### config.mk
export PLATFORM = sky130hd
export DESIGN_NAME = crc_encode_and_check_unit
export DESIGN_NICKNAME = d
export VERILOG_FILES = /design/src/sv/ceac_pkg.sv /design/src/sv/crc_encode_and_check_unit.sv /design/src/sv/ceac_front.sv /design/src/sv/ceac_queue.sv /design/src/sv/ceac_back.sv
export SDC_FILE = /design/constraint.sdc
export NUM_CORES = 1
export LEC_CHECK = 0
export BUFFER_PORTS_ARGS = -buffer_cell sky130_fd_sc_hd__buf_2
export CELL_PAD_IN_SITES_DETAIL_PLACEMENT = 0
export CELL_PAD_IN_SITES_GLOBAL_PLACEMENT = 1
export CORE_MARGIN = 2
export CORE_UTILIZATION = 55
export DETAILED_ROUTE_END_ITERATION = 10
export MAX_ROUTING_LAYER = met4
export PLACE_DENSITY = 0.83
export SKIP_CTS_REPAIR_TIMING = 1
export SLEW_MARGIN = 20
export SYNTH_ARGS = -nofsm -noshare
export SYNTH_HDL_FRONTEND = slang
export SYNTH_SLANG_ARGS = --single-unit
export TNS_END_PERCENT = 5
### constraint.sdc
create_clock -name clk -period 6.6 [get_ports clk]
set_input_delay 0.33 -clock clk [delete_from_list [all_inputs] [get_ports clk]]
set_output_delay 0.33 -clock clk [all_outputs]
set_load 0.02 [all_outputs]
### src/sv/ceac_pkg.sv
// Shared types and constants for the CRC encode and check unit.
package ceac_pkg;

    // Degree values up to 64 fit here
    localparam int DEG_W = 7;

    localparam int Q_DEPTH = 4;
    localparam int Q_PTR_W = 2;
    localparam int Q_CNT_W = 3;

    localparam int ADDR_W = 4;
    localparam int DATA_W = 32;

    localparam logic [1:0] REG_DEGREE = 2'd0;
    localparam logic [1:0] REG_TAPS   = 2'd1;
    localparam logic [1:0] REG_MODE   = 2'd2;

    localparam logic MODE_ENCODE = 1'b0;
    localparam logic MODE_CHECK  = 1'b1;

    localparam logic [5:0]  DEGREE_RESET = 6'd8;
    localparam logic [31:0] TAPS_RESET   = 32'd7;

    typedef enum logic [1:0] {
        KIND_ECHO     = 2'd0,
        KIND_ECHO_REM = 2'd1,
        KIND_CHECK    = 2'd2
    } kind_t;

    typedef struct packed {
        kind_t             kind;
        logic              data_bit;
        logic              check_ok;
        logic [DEG_W-1:0]  degree;
    } job_t;

endpackage

### src/sv/crc_encode_and_check_unit.sv
// Top level of the CRC encode and check unit.
// Bit-serial CRC with a configurable generator (degree 1..MAX_DEGREE, leading one implied).
// One input bit is accepted per clock unless full is high. In encode mode each bit yields
// one result, and the final bit of a message yields one more result per remainder bit, so
// a message of n bits produces n + degree results; the back-end remainder shifter emits one
// result per cycle while the output register is empty or popped. Input bits keep flowing
// while that runs until the four-entry job queue between front and back fills, then full
// rises. In check mode only the final bit of a message produces a result (the pass/fail
// flag). A result reaches the result ports through the queue and the output register.
// Configuration registers sit at byte addresses 0 (degree), 4 (taps) and 8 (mode) and must
// be written only while no message is in flight.
module crc_encode_and_check_unit #(
    parameter int MAX_DEGREE = 32
) (
    input  logic                         clk,
    input  logic                         rst_n,
    input  logic                         psel,
    input  logic                         penable,
    input  logic                         pwrite,
    input  logic [ceac_pkg::ADDR_W-1:0]  paddr,
    input  logic [ceac_pkg::DATA_W-1:0]  pwdata,
    output logic [ceac_pkg::DATA_W-1:0]  prdata,
    output logic                         pready,
    input  logic                         push,
    output logic                         full,
    input  logic                         data_bit,
    input  logic                         last_bit,
    output logic                         empty,
    input  logic                         pop,
    output logic                         out_bit,
    output logic                         is_remainder,
    output logic                         check_ok,
    output logic                         out_last
);

    logic                  q_full;
    logic                  q_empty;
    logic                  q_push;
    logic                  q_pop;
    ceac_pkg::job_t        wr_job;
    ceac_pkg::job_t        rd_job;
    logic [MAX_DEGREE-1:0] wr_rem;
    logic [MAX_DEGREE-1:0] rd_rem;

    ceac_front #(
        .MAX_DEGREE (MAX_DEGREE)
    ) u_front (
        .clk       (clk),
        .rst_n     (rst_n),
        .psel      (psel),
        .penable   (penable),
        .pwrite    (pwrite),
        .paddr     (paddr),
        .pwdata    (pwdata),
        .prdata    (prdata),
        .pready    (pready),
        .push      (push),
        .full      (full),
        .data_bit  (data_bit),
        .last_bit  (last_bit),
        .q_full    (q_full),
        .q_push    (q_push),
        .q_job     (wr_job),
        .q_rem     (wr_rem)
    );

    ceac_queue #(
        .REM_W (MAX_DEGREE)
    ) u_queue (
        .clk     (clk),
        .rst_n   (rst_n),
        .wr_en   (q_push),
        .wr_job  (wr_job),
        .wr_rem  (wr_rem),
        .q_full  (q_full),
        .rd_en   (q_pop),
        .q_empty (q_empty),
        .rd_job  (rd_job),
        .rd_rem  (rd_rem)
    );

    ceac_back #(
        .MAX_DEGREE (MAX_DEGREE)
    ) u_back (
        .clk          (clk),
        .rst_n        (rst_n),
        .q_empty      (q_empty),
        .q_job        (rd_job),
        .q_rem        (rd_rem),
        .q_pop        (q_pop),
        .pop          (pop),
        .empty        (empty),
        .out_bit      (out_bit),
        .is_remainder (is_remainder),
        .check_ok     (check_ok),
        .out_last     (out_last)
    );

endmodule

### src/sv/ceac_front.sv
// Front end: configuration registers, remainder update and job classification.
module ceac_front #(
    parameter int MAX_DEGREE = 32
) (
    input  logic                         clk,
    input  logic                         rst_n,
    input  logic                         psel,
    input  logic                         penable,
    input  logic                         pwrite,
    input  logic [ceac_pkg::ADDR_W-1:0]  paddr,
    input  logic [ceac_pkg::DATA_W-1:0]  pwdata,
    output logic [ceac_pkg::DATA_W-1:0]  prdata,
    output logic                         pready,
    input  logic                         push,
    output logic                         full,
    input  logic                         data_bit,
    input  logic                         last_bit,
    input  logic                         q_full,
    output logic                         q_push,
    output ceac_pkg::job_t               q_job,
    output logic [MAX_DEGREE-1:0]        q_rem
);

    localparam int DW = ceac_pkg::DEG_W;
    localparam logic [DW-1:0] MAX_D = DW'(MAX_DEGREE);

    logic [5:0]            crc_degree_reg;
    logic [31:0]           poly_taps_reg;
    logic                  mode_reg;
    logic [MAX_DEGREE-1:0] remainder_reg;
    logic [MAX_DEGREE-1:0] remainder_next;

    logic                  cfg_write;
    logic [1:0]            reg_index;
    logic [DW-1:0]         deg_ext;
    logic [DW-1:0]         eff_deg;
    logic [MAX_DEGREE-1:0] mask;
    logic [MAX_DEGREE-1:0] top_sel;
    logic [MAX_DEGREE+31:0] taps_wide;
    logic [MAX_DEGREE-1:0] taps;
    logic [MAX_DEGREE-1:0] cur;
    logic [MAX_DEGREE-1:0] step;
    logic                  top;
    logic                  feedback;
    logic                  accept;

    assign pready    = 1'b1;
    assign reg_index = paddr[3:2];
    assign cfg_write = psel && penable && pwrite;

    always_comb
    begin
        unique case (reg_index)
            ceac_pkg::REG_DEGREE: prdata = {26'd0, crc_degree_reg};
            ceac_pkg::REG_TAPS:   prdata = poly_taps_reg;
            ceac_pkg::REG_MODE:   prdata = {31'd0, mode_reg};
            default:              prdata = '0;
        endcase
    end

    always_ff @(posedge clk or negedge rst_n)
    begin
        if (!rst_n)
        begin
            crc_degree_reg <= ceac_pkg::DEGREE_RESET;
            poly_taps_reg  <= ceac_pkg::TAPS_RESET;
            mode_reg       <= ceac_pkg::MODE_ENCODE;
        end
        else if (cfg_write)
        begin
            unique case (reg_index)
                ceac_pkg::REG_DEGREE: crc_degree_reg <= pwdata[5:0];
                ceac_pkg::REG_TAPS:   poly_taps_reg  <= pwdata;
                ceac_pkg::REG_MODE:   mode_reg       <= pwdata[0];
                default:              ;
            endcase
        end
    end

    // Clamp degree into 1..MAX_DEGREE
    always_comb
    begin
        deg_ext = {1'b0, crc_degree_reg};
        priority if (deg_ext == '0)
            eff_deg = DW'(1);
        else if (deg_ext > MAX_D)
            eff_deg = MAX_D;
        else
            eff_deg = deg_ext;
    end

    always_comb
    begin
        for (int i = 0; i < MAX_DEGREE; i++)
        begin
            mask[i]    = (DW'(i) < eff_deg);
            top_sel[i] = (DW'(i + 1) == eff_deg);
        end
    end

    assign taps_wide = {MAX_DEGREE'(0), poly_taps_reg};
    assign taps      = taps_wide[MAX_DEGREE-1:0] & mask;
    assign cur       = remainder_reg & mask;
    assign top       = |(cur & top_sel);
    assign feedback  = (mode_reg == ceac_pkg::MODE_ENCODE) ? (top ^ data_bit) : top;

    always_comb
    begin
        if (mode_reg == ceac_pkg::MODE_ENCODE)
            step = (cur << 1) & mask;
        else
            step = ((cur << 1) | MAX_DEGREE'(data_bit)) & mask;
        remainder_next = feedback ? (step ^ taps) : step;
    end

    assign full   = q_full;
    assign accept = push && !q_full;
    assign q_push = accept && ((mode_reg == ceac_pkg::MODE_ENCODE) || last_bit);
    assign q_rem  = remainder_next;

    always_comb
    begin
        q_job.data_bit = data_bit;
        q_job.check_ok = (remainder_next == '0);
        q_job.degree   = eff_deg;
        if (mode_reg == ceac_pkg::MODE_CHECK)
            q_job.kind = ceac_pkg::KIND_CHECK;
        else if (last_bit)
            q_job.kind = ceac_pkg::KIND_ECHO_REM;
        else
            q_job.kind = ceac_pkg::KIND_ECHO;
    end

    // Clear the remainder after the final bit of each message
    always_ff @(posedge clk or negedge rst_n)
    begin
        if (!rst_n)
            remainder_reg <= '0;
        else if (accept)
            remainder_reg <= last_bit ? '0 : remainder_next;
    end

endmodule

### src/sv/ceac_queue.sv
// Short job queue between the front end and the result sequencer.
module ceac_queue #(
    parameter int REM_W = 32
) (
    input  logic             clk,
    input  logic             rst_n,
    input  logic             wr_en,
    input  ceac_pkg::job_t   wr_job,
    input  logic [REM_W-1:0] wr_rem,
    output logic             q_full,
    input  logic             rd_en,
    output logic             q_empty,
    output ceac_pkg::job_t   rd_job,
    output logic [REM_W-1:0] rd_rem
);

    localparam int PW = ceac_pkg::Q_PTR_W;
    localparam int CW = ceac_pkg::Q_CNT_W;

    ceac_pkg::job_t   job_mem [ceac_pkg::Q_DEPTH];
    logic [REM_W-1:0] rem_mem [ceac_pkg::Q_DEPTH];
    logic [PW-1:0]    wr_ptr_reg;
    logic [PW-1:0]    rd_ptr_reg;
    logic [CW-1:0]    count_reg;
    logic             do_wr;
    logic             do_rd;

    assign q_full  = (count_reg == CW'(ceac_pkg::Q_DEPTH));
    assign q_empty = (count_reg == '0);
    assign do_wr   = wr_en && !q_full;
    assign do_rd   = rd_en && !q_empty;
    assign rd_job  = job_mem[rd_ptr_reg];
    assign rd_rem  = rem_mem[rd_ptr_reg];

    always_ff @(posedge clk)
    begin
        if (do_wr)
        begin
            job_mem[wr_ptr_reg] <= wr_job;
            rem_mem[wr_ptr_reg] <= wr_rem;
        end
    end

    always_ff @(posedge clk or negedge rst_n)
    begin
        if (!rst_n)
        begin
            wr_ptr_reg <= '0;
            rd_ptr_reg <= '0;
            count_reg  <= '0;
        end
        else
        begin
            if (do_wr)
                wr_ptr_reg <= wr_ptr_reg + PW'(1);
            if (do_rd)
                rd_ptr_reg <= rd_ptr_reg + PW'(1);
            if (do_wr && !do_rd)
                count_reg <= count_reg + CW'(1);
            else if (do_rd && !do_wr)
                count_reg <= count_reg - CW'(1);
        end
    end

endmodule

### src/sv/ceac_back.sv
// Back end: turns queued jobs into result transfers, shifting out remainders.
module ceac_back #(
    parameter int MAX_DEGREE = 32
) (
    input  logic                  clk,
    input  logic                  rst_n,
    input  logic                  q_empty,
    input  ceac_pkg::job_t        q_job,
    input  logic [MAX_DEGREE-1:0] q_rem,
    output logic                  q_pop,
    input  logic                  pop,
    output logic                  empty,
    output logic                  out_bit,
    output logic                  is_remainder,
    output logic                  check_ok,
    output logic                  out_last
);

    localparam int DW = ceac_pkg::DEG_W;

    logic                  out_valid_reg;
    logic                  out_bit_reg;
    logic                  is_rem_reg;
    logic                  check_ok_reg;
    logic                  out_last_reg;
    logic [DW-1:0]         ser_cnt_reg;
    logic [DW-1:0]         ser_cnt_next;
    logic [MAX_DEGREE-1:0] ser_rem_reg;
    logic [MAX_DEGREE-1:0] ser_sel;
    logic                  ser_bit;
    logic                  slot_free;
    logic                  serializing;

    assign empty        = !out_valid_reg;
    assign out_bit      = out_bit_reg;
    assign is_remainder = is_rem_reg;
    assign check_ok     = check_ok_reg;
    assign out_last     = out_last_reg;

    assign slot_free   = !out_valid_reg || pop;
    assign serializing = (ser_cnt_reg != '0);
    assign q_pop       = slot_free && !serializing && !q_empty;

    always_comb
    begin
        for (int i = 0; i < MAX_DEGREE; i++)
            ser_sel[i] = (DW'(i + 1) == ser_cnt_reg);
    end

    assign ser_bit      = |(ser_rem_reg & ser_sel);
    assign ser_cnt_next = ser_cnt_reg - DW'(1);

    always_ff @(posedge clk or negedge rst_n)
    begin
        if (!rst_n)
        begin
            out_valid_reg <= 1'b0;
            ser_cnt_reg   <= '0;
        end
        else if (slot_free)
        begin
            if (serializing)
            begin
                out_valid_reg <= 1'b1;
                ser_cnt_reg   <= ser_cnt_next;
            end
            else if (!q_empty)
            begin
                out_valid_reg <= 1'b1;
                if (q_job.kind == ceac_pkg::KIND_ECHO_REM)
                    ser_cnt_reg <= q_job.degree;
            end
            else
                out_valid_reg <= 1'b0;
        end
    end

    // Result payload; no reset needed
    always_ff @(posedge clk)
    begin
        if (slot_free)
        begin
            if (serializing)
            begin
                out_bit_reg  <= ser_bit;
                is_rem_reg   <= 1'b1;
                check_ok_reg <= 1'b0;
                out_last_reg <= (ser_cnt_reg == DW'(1));
            end
            else if (!q_empty)
            begin
                ser_rem_reg <= q_rem;
                unique case (q_job.kind)
                    ceac_pkg::KIND_CHECK:
                    begin
                        out_bit_reg  <= 1'b0;
                        is_rem_reg   <= 1'b0;
                        check_ok_reg <= q_job.check_ok;
                        out_last_reg <= 1'b1;
                    end
                    default:
                    begin
                        out_bit_reg  <= q_job.data_bit;
                        is_rem_reg   <= 1'b0;
                        check_ok_reg <= 1'b0;
                        out_last_reg <= 1'b0;
                    end
                endcase
            end
        end
    end

endmodule
; ---- After elaboration in Yosys (flattened, before gate mapping)
; Memories as Yosys holds them, arrays and structs flattened. A register that Yosys moved wholly into a read port is not among the register bits.
; Index checks and enable logic that the tools add are counted.
[word_totals]
mem_count = 2
inputBits = 45
wordCells = 196
ramBits = 172
output_inout_bits = 39
ff_bits = 90
[memory_table]
columns = name, words, width, read_ports, rd_clocked_by_memory_dff, write_ports, line
row1 = u_queue.rem_mem, 4, 32, 1, 1, 1, ceac_queue.sv:21  ; logic [REM_W-1:0] rem_mem [ceac_pkg::Q_DEPTH];
row2 = u_queue.job_mem, 4, 11, 1, 0, 1, ceac_queue.sv:20  ; ceac_pkg::job_t job_mem [ceac_pkg::Q_DEPTH];
[op_classes]
eq_ne = 71
reduce_logical = 33
bitwise = 12
n_lt_le_gt_ge = 33
mux = 27
n_addsub = 5
[op_table]
columns = op, n
row1 = $eq A5 B7 Y1 const A, 32
row2 = $and A32 B32 Y32, 6
row3 = $eq A4 B7 Y1 const A, 16
row4 = $lt A5 B7 Y1 const A, 16
row5 = $mux W32, 3
row6 = $pmux W32 S3, 1
row7 = $reduce_or A32 Y1, 2
row8 = $eq A3 B7 Y1 const A, 8
row9 = $lt A4 B7 Y1 const A, 8
row10 = $logic_not A32 Y1, 1
row11 = $or A32 B1 Y32, 1
row12 = $xor A32 B32 Y32, 1
row13 = $eq A2 B7 Y1 const A, 4
row14 = $lt A3 B7 Y1 const A, 4
row15 = $mux W7, 4
row16 = $mux W1, 15
row17 = $eq A1 B7 Y1 const A, 2
row18 = $eq A6 B7 Y1 const A, 2
row19 = $lt A1 B7 Y1 const A, 2
row20 = $lt A2 B7 Y1 const A, 2
row21 = $logic_and A1 B1 Y1, 10
row22 = $reduce_and A2 Y1, 4
row23 = $eq A7 B1 Y1 const B, 1
row24 = $reduce_bool A7 Y1, 1
row25 = 21 further kinds, 35

; ---- Longest topological paths before layout
; Gate-level depths: netlist of the first run.
[logic_depth]
word_depth = 11
ltp_mapped = 14
mapped_depth_nobuf = 12

; ---- Hierarchy
; A second synthesis of the first run with hierarchy kept.
[hier_totals]
cells_unflattened = 933
area_unflattened_um2 = 13514.2
[by_module_without_submodules]
columns = module, cells_each, area_each_um2, seq_area_each_um2, instances
row1 = ceac_queue, 261, 6693.9, 5340.1, 1
row2 = ceac_front, 520, 4778.3, 1781.7, 1
row3 = ceac_back, 152, 2042.0, 1281.2, 1

; ---- Least setup slack after synthesis of the first run
; No wires, ideal clock.
[synth_path]
kind = flip-flop to flip-flop
start = register u_back.ser_cnt_reg[0]
end = register u_queue.count_reg[1]
stages_incl_launch_ff = 13
n_path_buf = 2
period_less_slack_ps = 4067
required_ps = 6475
setup_ps = 125
slack_ps = 2533
t_arrival_ps = 3942
cell_sequence = dfrtp_1 > inv_1 > ha_1 > clkbuf_1 > and3_1 > clkbuf_1 > nand2_1 > nor2_1 > inv_1 > ha_1 > inv_1 > fa_1 > mux2_2
[synth_via]
elab_chain_cells = 8
elab_cells_between_ends = 10
cone_classes = mux (1) / reduce/logical (9)
[synth_lines]
columns = element, line
row1 = from (decl), ceac_back.sv:26  ; logic [DW-1:0] ser_cnt_reg;
row2 = from (signal assigned), ceac_back.sv:65  ; ser_cnt_reg <= ser_cnt_next;
row3 = from (signal assigned), ceac_back.sv:71  ; ser_cnt_reg <= q_job.degree;
row4 = $reduce_bool A7 Y1 (*), ceac_back.sv:41  ; assign serializing = (ser_cnt_reg != '0);
row5 = $logic_not A1 Y1 (*), ceac_back.sv:42  ; assign q_pop = slot_free && !serializing && !q_empty;
row6 = $logic_and A1 B1 Y1 (*) (2 in series), ceac_back.sv:42
row7 = $logic_and A1 B1 Y1 (*), ceac_queue.sv:31  ; assign do_rd = rd_en && !q_empty;
row8 = $logic_not A1 Y1, ceac_queue.sv:58  ; if (do_wr && !do_rd)
row9 = $logic_and A1 B1 Y1, ceac_queue.sv:58
row10 = $mux W3 or $reduce_bool A2 Y1 (tied branches), --
row11 = to (signal assigned), ceac_queue.sv:59  ; count_reg <= count_reg + CW'(1);
row12 = to (signal assigned), ceac_queue.sv:61  ; count_reg <= count_reg - CW'(1);
row13 = to (decl), ceac_queue.sv:24  ; logic [CW-1:0] count_reg;
; Every way passes the cells marked *; elsewhere a longest branch is shown, timed or not.
; A chain may end at the register's enable or synchronous reset.

==> results of run 1 <==
## where the power goes
| group | switching, mW | internal [mW] |
|---|---|---|
| logic | 0.979 | 0.672 |
| clock network | 0.675 | 0.979 |
| registers | 0.269 | 2.48 |
| total | 1.92 | 4.13 |
## cell type report
class                   instances  share of cell area, %
multi-input cells             518                   29.4
flip-flops and latches        290                   56.6
clock inverters                16                   1.33
inverters                      37                  0.950
repair buffers                 98                   3.70
well taps                     319                   2.73
clock buffers                  37                   5.24
## through the flow
| stage | hold WS [ns] | power, mW | cells |
|---|---|---|---|
| after floorplan | 0.0344 | 3.89 | 905 |
| after global placement | 0.220 | 4.39 | 1261 |
| after detailed placement | 0.220 | 4.43 | 1261 |
| after CTS | -0.357 | 6.10 | 1314 |
| after global routing | 0.0130 | 6.36 | 1315 |
| final | 0.00572 | 6.05 | 1315 |
## placed cells by master (no fill, tap or decap), types with 5 or more instances in the layout
master,synthesis,final
sky130_fd_sc_hd__nand3_1,12,12
sky130_fd_sc_hd__xnor2_1,10,10
sky130_fd_sc_hd__dfrtp_1,82,81
sky130_fd_sc_hd__buf_4,3,18
sky130_fd_sc_hd__o21a_1,5,5
sky130_fd_sc_hd__mux4_2,42,42
sky130_fd_sc_hd__a31oi_1,20,20
sky130_fd_sc_hd__and2_1,33,29
sky130_fd_sc_hd__and4_1,18,18
sky130_fd_sc_hd__nor2b_1,8,8
sky130_fd_sc_hd__o21ai_0,33,33
sky130_fd_sc_hd__ha_1,10,10
sky130_fd_sc_hd__nor2_1,40,38
sky130_fd_sc_hd__buf_2,6,79
sky130_fd_sc_hd__o22a_1,5,5
sky130_fd_sc_hd__nand2_1,47,47
sky130_fd_sc_hd__nor3_1,10,10
sky130_fd_sc_hd__xor2_1,6,6
sky130_fd_sc_hd__a21o_1,9,9
sky130_fd_sc_hd__edfxtp_1,204,204
sky130_fd_sc_hd__mux2i_1,11,11
sky130_fd_sc_hd__clkbuf_16,0,29
sky130_fd_sc_hd__a21oi_1,28,28
sky130_fd_sc_hd__a22o_1,32,32
sky130_fd_sc_hd__and3_1,14,14
sky130_fd_sc_hd__inv_1,37,37
sky130_fd_sc_hd__clkinv_2,0,6
sky130_fd_sc_hd__nand3b_1,5,5
sky130_fd_sc_hd__clkbuf_1,44,7
sky130_fd_sc_hd__nand2b_1,6,6
sky130_fd_sc_hd__o2111ai_1,5,5
sky130_fd_sc_hd__mux2_2,41,41
## how the worst max path moves through the flow
stage / start / to / slack [ns] / depth (start not counted)
finish: u_front.crc_degree_reg[1]$_DFFE_PN0P_ / u_queue.job_mem[0][7]$_DFFE_PP_ / 1.73 / 10
global route: u_front.crc_degree_reg[5]$_DFFE_PN0P_ / u_queue.job_mem[1][7]$_DFFE_PP_ / 1.46 / 10
CTS: u_front.crc_degree_reg[1]$_DFFE_PN0P_ / u_queue.job_mem[1][7]$_DFFE_PP_ / 1.75 / 10
detailed placement: u_front.crc_degree_reg[1]$_DFFE_PN0P_ / u_queue.job_mem[0][7]$_DFFE_PP_ / 1.75 / 10
global placement: u_front.crc_degree_reg[1]$_DFFE_PN0P_ / u_queue.job_mem[0][7]$_DFFE_PP_ / 1.80 / 10
floorplan: u_back.ser_cnt_reg[0]$_DFFE_PN0P_ / u_queue.count_reg[1]$_DFFE_PN0P_ / 2.53 / 12
## layer usage
| layer | vias to the layer above | routed length, um | global-route usage (%) |
|---|---|---|---|
| met5 | - | 0 | - |
| met4 | 0 | 1100 | 10.1 |
| met3 | 61 | 1670 | 3.12 |
| met2 | 293 | 13600 | 39.3 |
| met1 | 3821 | 12700 | 33.6 |
| li1 | 3617 | - | - |
## critical path: cells and delay by family, from the launching register on
kind / cells / cell delay [ns]
compound gates: 3 / 0.75
flops: 1 / 0.70
simple gates: 7 / 3.25
## kinds of logic (layout without fill, tap and decap cells)
family          after synthesis  count (layout)  share of synthesized area [%]
flops                       290             290                           63.8
simple gates                225             225                           9.74
compound gates              171             171                           9.37
buf+inv                      97             188                           3.12
mux                          94              94                           11.7
xor+xnor                     16              16                           1.08
fa+ha+maj                    11              11                           1.12
other cells                   1               1                         0.0289
==> impl_metrics.ini, run 1 <==
[die]
i_o_pins = 84
die_area_sq_mm = 0.0248
die_w_um = 158
fp.dieH_um = 158
rows = 56
core_area_sq_mm = 0.0233
initial_core_util_pct = 55.6

[cells_and_area]
largest_register_ffs = 128
multiInputGateArea_sq_mm = 0.00430
final_util_pct = 62.7
register_containing_the_most_flip_flops_in_the_final_layout = u_queue.rem_mem
register_area_sq_mm = 0.00828
post-route-cell-area_sq_mm = 0.0146
largestRegisters = u_queue.rem_mem: 128 flops, u_queue.job_mem: 40 flops
nFillCells = 1742
layout.nets = 1030
antenna_cells = 0
drive_gt1_share_pct = 25.0
area_growth_syn_to_layout_pct = 12.7

[setup_path]
reg2reg_setup_slack_ns = 1.73
worstReg2RegEnd = u_queue.job_mem[0][7]$_DFFE_PP_
cp_data_arrival_time_ns = 5.25
ff2ff_path_depth = 10
worst_setup_path_start_kind = flip-flop
critical_path.most_common_cell = sky130_fd_sc_hd__and4_1
critical_path.max_fanout = 41
worst_ep_required_time_ns = 6.98
critPathCaptureType = flip-flop
critical_path.slowest_cell = sky130_fd_sc_hd__dfrtp_1
critical-path-max-stage-delay_ns = 0.70
path_cells = and2_1, o2bb2ai_1, a31o_2, nor4bb_2, nand3_2, and4_1, o22a_1, or4_1, nor4_1, and4_1
path_class = reg2reg
regToRegStartpoint = u_front.crc_degree_reg[1]$_DFFE_PN0P_

[clock_network]
clock_path_buffers = 3
cts_root_buf = sky130_fd_sc_hd__clkbuf_16
cts_sinks = 290
tritoncts.num_buffers = 29
htree_levels = 1
latest_clock_arrival_within_the_worst_skew_pair_ns = 0.54
cts_tree = yes
worst_setup_hold_path_clk_slew_ns = 0.06

[hold_path]
timing.hold.worst_path_depth = 3
worstHoldEndpoint = u_front.poly_taps_reg[1]$_DFFE_PN1P_
hp-class = in2reg
hold_path_startpoint = pwdata[1]

[global_routing]
aggregate_global_routing_overflow = 0
gr-usage-all-layers_pct = 25.0
grt_max_degree = 72
number_of_global_route_vias_before_repair = 7774
grt_first_pass_wirelength_um = 45100
antenna_found_initial = 0

[routing]
ant_nets = 0
remaining_drc_errors = 0
dr.first_iter.drc_count = 550
drt-total-wl_um = 29100
vias_per_cell = 5.93
wl_per_cell_um = 22.1
route.vias.total = 7792
drtPass1Iterations = 5

[synthesis]
yosys.area.top_type = sky130_fd_sc_hd__edfxtp_1
post_synthesis_cell_area_sq_mm = 0.0130
seq_area_frac_synth_pct = 63.8
synthesis.nets = 961
synth_edf_count = 204
yosys_warnings = 0
ys_top_cells_by_area = sky130_fd_sc_hd__edfxtp_1 (47%), sky130_fd_sc_hd__dfrtp_1 (16%), sky130_fd_sc_hd__mux4_2 (7.3%)
ys_ff_latch = 290
synth_top_cell_area_share_pct = 47.2
synthMostInstantiatedCell = sky130_fd_sc_hd__edfxtp_1
yosysUniqueCellTypes = 72
avgSynthCellArea_sq_um = 14.3
synth-async-reset-ratio_pct = 29.7
syn-instance-count = 905
ys_dominant_reg_cell = sky130_fd_sc_hd__edfxtp_1
ys_top_cells_by_count = sky130_fd_sc_hd__edfxtp_1 (204), sky130_fd_sc_hd__dfrtp_1 (82), sky130_fd_sc_hd__nand2_1 (47)

[sta]
final.period_utilization_pct = 73.8
timing.final.hold_violations = 0
fin_setup_tns_ns = 0
final.setup_skew_ns = 0.0200
maxSlewViolCount = 0
shortest_clock_period_the_worst_path_allows_after_layout_ns = 4.87
maxSlewHeadroom_pct = 34.5
worst_slew_pin_slew_ns = 0.983
grt_setup_unrepaired = false
max_freq_ghz = 0.205
timing.final.setup_violations = 0
setup_slack_ns = 1.73

[run_status]
outcome = complete, no violations

[power]
cellLeakagePower_nw = 5.61
ir_worst_vdd_v = 0.000239
power_density_mw_per_mm2 = 414

[placement]
detailedPlacementHpwl_um = 18500
dpl_cell_area_sq_mm = 0.0137
gp_routability_congestion = 0.896
placement.setup.worst_slack_ns = 1.75
portBuffers = 80

[run]
cap_viol_max_count = 0
(Power assumes the default switching activity.)
==> inputs of run 2 (changes only) <==
CORE_UTILIZATION = 46   (was 55)
PLACE_DENSITY = 0.74   (was 0.83)
clock period = 4 ns   (was 6.6 ns; I/O delays follow)
==> run 2 against run 1 <==
Sequential share of layout area is 3.2 points lower. Register-to-register slack worse by 1.6 ns. Clock-buffer cell count decreased by 2. Power up 72%. Highest routed layer unchanged. Via count grew 4.5%. Clock power up 74%. Combinational power up 87%. Fmax up 27%. Setup slack worse by 1.6 ns. Flip-flop and latch count unchanged.
==> impl_metrics.ini, run 2 (synthesized netlist as in run 1, its figures left out) <==
[run_status]
outcome = complete, no violations

[clock_network]
latest_clock_arrival_within_the_worst_skew_pair_ns = 0.57
cts_tree = yes
cts_sinks = 290
clock_path_buffers = 3
cts_root_buf = sky130_fd_sc_hd__clkbuf_16
tritoncts.num_buffers = 30
worst_setup_hold_path_clk_slew_ns = 0.06
htree_levels = 1

[die]
die_area_sq_mm = 0.0296
i_o_pins = 84
core_area_sq_mm = 0.0278
initial_core_util_pct = 46.7
fp.dieH_um = 172
rows = 61
die_w_um = 172

[cells_and_area]
largest_register_ffs = 128
final_cell_mix = sky130_fd_sc_hd__edfxtp_1 (204), sky130_fd_sc_hd__dfrtp_1 (80), sky130_fd_sc_hd__buf_2 (79)
layout.cells.most_common = sky130_fd_sc_hd__edfxtp_1
area_growth_syn_to_layout_pct = 19.4
register_area_sq_mm = 0.00829
layout.nets = 1109
nFillCells = 2270
multiInputGateArea_sq_mm = 0.00431
antenna_cells = 0
final_util_pct = 55.8
drive_gt1_share_pct = 27.4
largestRegisters = u_queue.rem_mem: 128 flops, u_queue.job_mem: 40 flops
register_containing_the_most_flip_flops_in_the_final_layout = u_queue.rem_mem

[global_routing]
number_of_global_route_vias_before_repair = 7938
grt_most_used_layer = met2
gr-usage-all-layers_pct = 21.7
global_route.usage.met3_pct = 2.98
grt.met2_usage_pct = 34.7
grt_max_degree = 47
grt_first_pass_wirelength_um = 46700
antenna_found_initial = 0
aggregate_global_routing_overflow = 0
met1_usage_pct = 29.2

[setup_path]
path_cells = mux2_2, nand4_1, o31a_1, nor4bb_2, nand3_2, and4_1, o2bb2a_4, or4_1, nor4_2, buf_4, and4_1
timing.critical_path.buf_inv = 1
path_class = reg2reg
cp_data_arrival_time_ns = 4.25
worst_setup_path_start_kind = flip-flop
critical_path.most_common_cell = sky130_fd_sc_hd__and4_1
critical_path.slowest_cell = sky130_fd_sc_hd__dfstp_2
critPathCaptureType = flip-flop
critical_path.max_fanout = 11
critical-path-max-stage-delay_ns = 0.59
worst_ep_required_time_ns = 4.40
cpLargestDelayFamily = simple AND/OR/NAND/NOR gates

[sta]
maxSlewViolCount = 0
timing.hold.ws_ns = 0.0609
maxSlewHeadroom_pct = 39.6
final.period_utilization_pct = 96.2
max_freq_ghz = 0.260
final.setup_skew_ns = 0.0107
timing.final.setup_violations = 0
shortest_clock_period_the_worst_path_allows_after_layout_ns = 3.85
worst_slew_pin_slew_ns = 0.896
grt_setup_unrepaired = false
fin_setup_tns_ns = 0
timing.final.hold_violations = 0

[run]
cap_viol_max_count = 0

[power]
ir_worst_vdd_v = 0.000351
power_density_mw_per_mm2 = 672
cellLeakagePower_nw = 6.01

[routing]
remaining_drc_errors = 0
vias_per_cell = 5.60
wl_per_cell_um = 21.2
drtPass1Iterations = 8
drt-total-wl_um = 30800
route.vias.total = 8140
ant_nets = 0
dr.first_iter.drc_count = 609

[placement]
detailedPlacementHpwl_um = 20900
portBuffers = 80
gp_routability_congestion = 0.934

[hold_path]
hp-class = in2reg
[run 2: metal layers]
metal | wire length (um) | vias up
met3 | 1650 | 51
met2 | 14700 | 246
met4 | 890 | 0
met1 | 13500 | 4072
met5 | 0 | -
li1 | - | 3771
[run 2: final timing paths]
| path | start | to | slack [ns] | cells after the start |
|---|---|---|---|---|
| worst max-delay path | u_front.crc_degree_reg[3]$_DFFE_PN1P_ | u_queue.job_mem[0][7]$_DFFE_PP_ | 0.15 | 11 |
| worst min-delay path | paddr[3] | u_front.mode_reg$_DFFE_PN0P_ | 0.06 | 3 |
| worst max register to register | u_front.crc_degree_reg[3]$_DFFE_PN1P_ | u_queue.job_mem[0][7]$_DFFE_PP_ | 0.15 | 11 |
| worst min register to register | u_queue.count_reg[2]$_DFFE_PN0P_ | u_queue.count_reg[2]$_DFFE_PN0P_ | 0.49 | 1 |
| max in group asynchronous | rst_n | u_front.poly_taps_reg[24]$_DFFE_PN0P_ | 2.77 | 3 |
| min in group asynchronous | rst_n | u_queue.count_reg[2]$_DFFE_PN0P_ | 0.21 | 2 |
[run 2: stage by stage]
| stage | power (mW) | cells | setup WS (ns) | area (sq um) |
|---|---|---|---|---|
| finish | 10.4 | 1454 | 0.151 | 15500 |
| global route | 10.9 | 1454 | 0.00603 | 15500 |
| CTS | 10.4 | 1417 | 0.101 | 15100 |
| detailed placement | 7.57 | 1362 | 0.145 | 14100 |
| global placement | 7.51 | 1362 | 0.175 | 14100 |
| floorplan | 6.43 | 905 | 0.530 | 13000 |
[run 2: area by class of cell]
cell class                 instances  area share [%]
clock inverter                    20            1.65
multi-input combinational        518            27.8
clock buffer                      35            5.03
timing repair buffer             176            8.06
tap                              378            3.05
inverter                          37           0.896
sequential                       290            53.5
[run 2: power breakdown]
part           total (mW)  internal (mW)  switching, mW  leakage (nW)
sequential           4.46           4.09          0.374          2.98
combinational        3.08           1.31           1.77          2.53
clock                2.87           1.72           1.14         0.498
[run 2: worst reg2reg max path: stages (launching register included)]
cell and delay, ns:
sky130_fd_sc_hd__dfstp_2 0.59, sky130_fd_sc_hd__mux2_2 0.36, sky130_fd_sc_hd__nand4_1 0.09, sky130_fd_sc_hd__o31a_1 0.17, sky130_fd_sc_hd__nor4bb_2 0.38, sky130_fd_sc_hd__nand3_2 0.27, sky130_fd_sc_hd__and4_1 0.30, sky130_fd_sc_hd__o2bb2a_4 0.23
sky130_fd_sc_hd__or4_1 0.55, sky130_fd_sc_hd__nor4_2 0.33, sky130_fd_sc_hd__buf_4 0.16, sky130_fd_sc_hd__and4_1 0.26
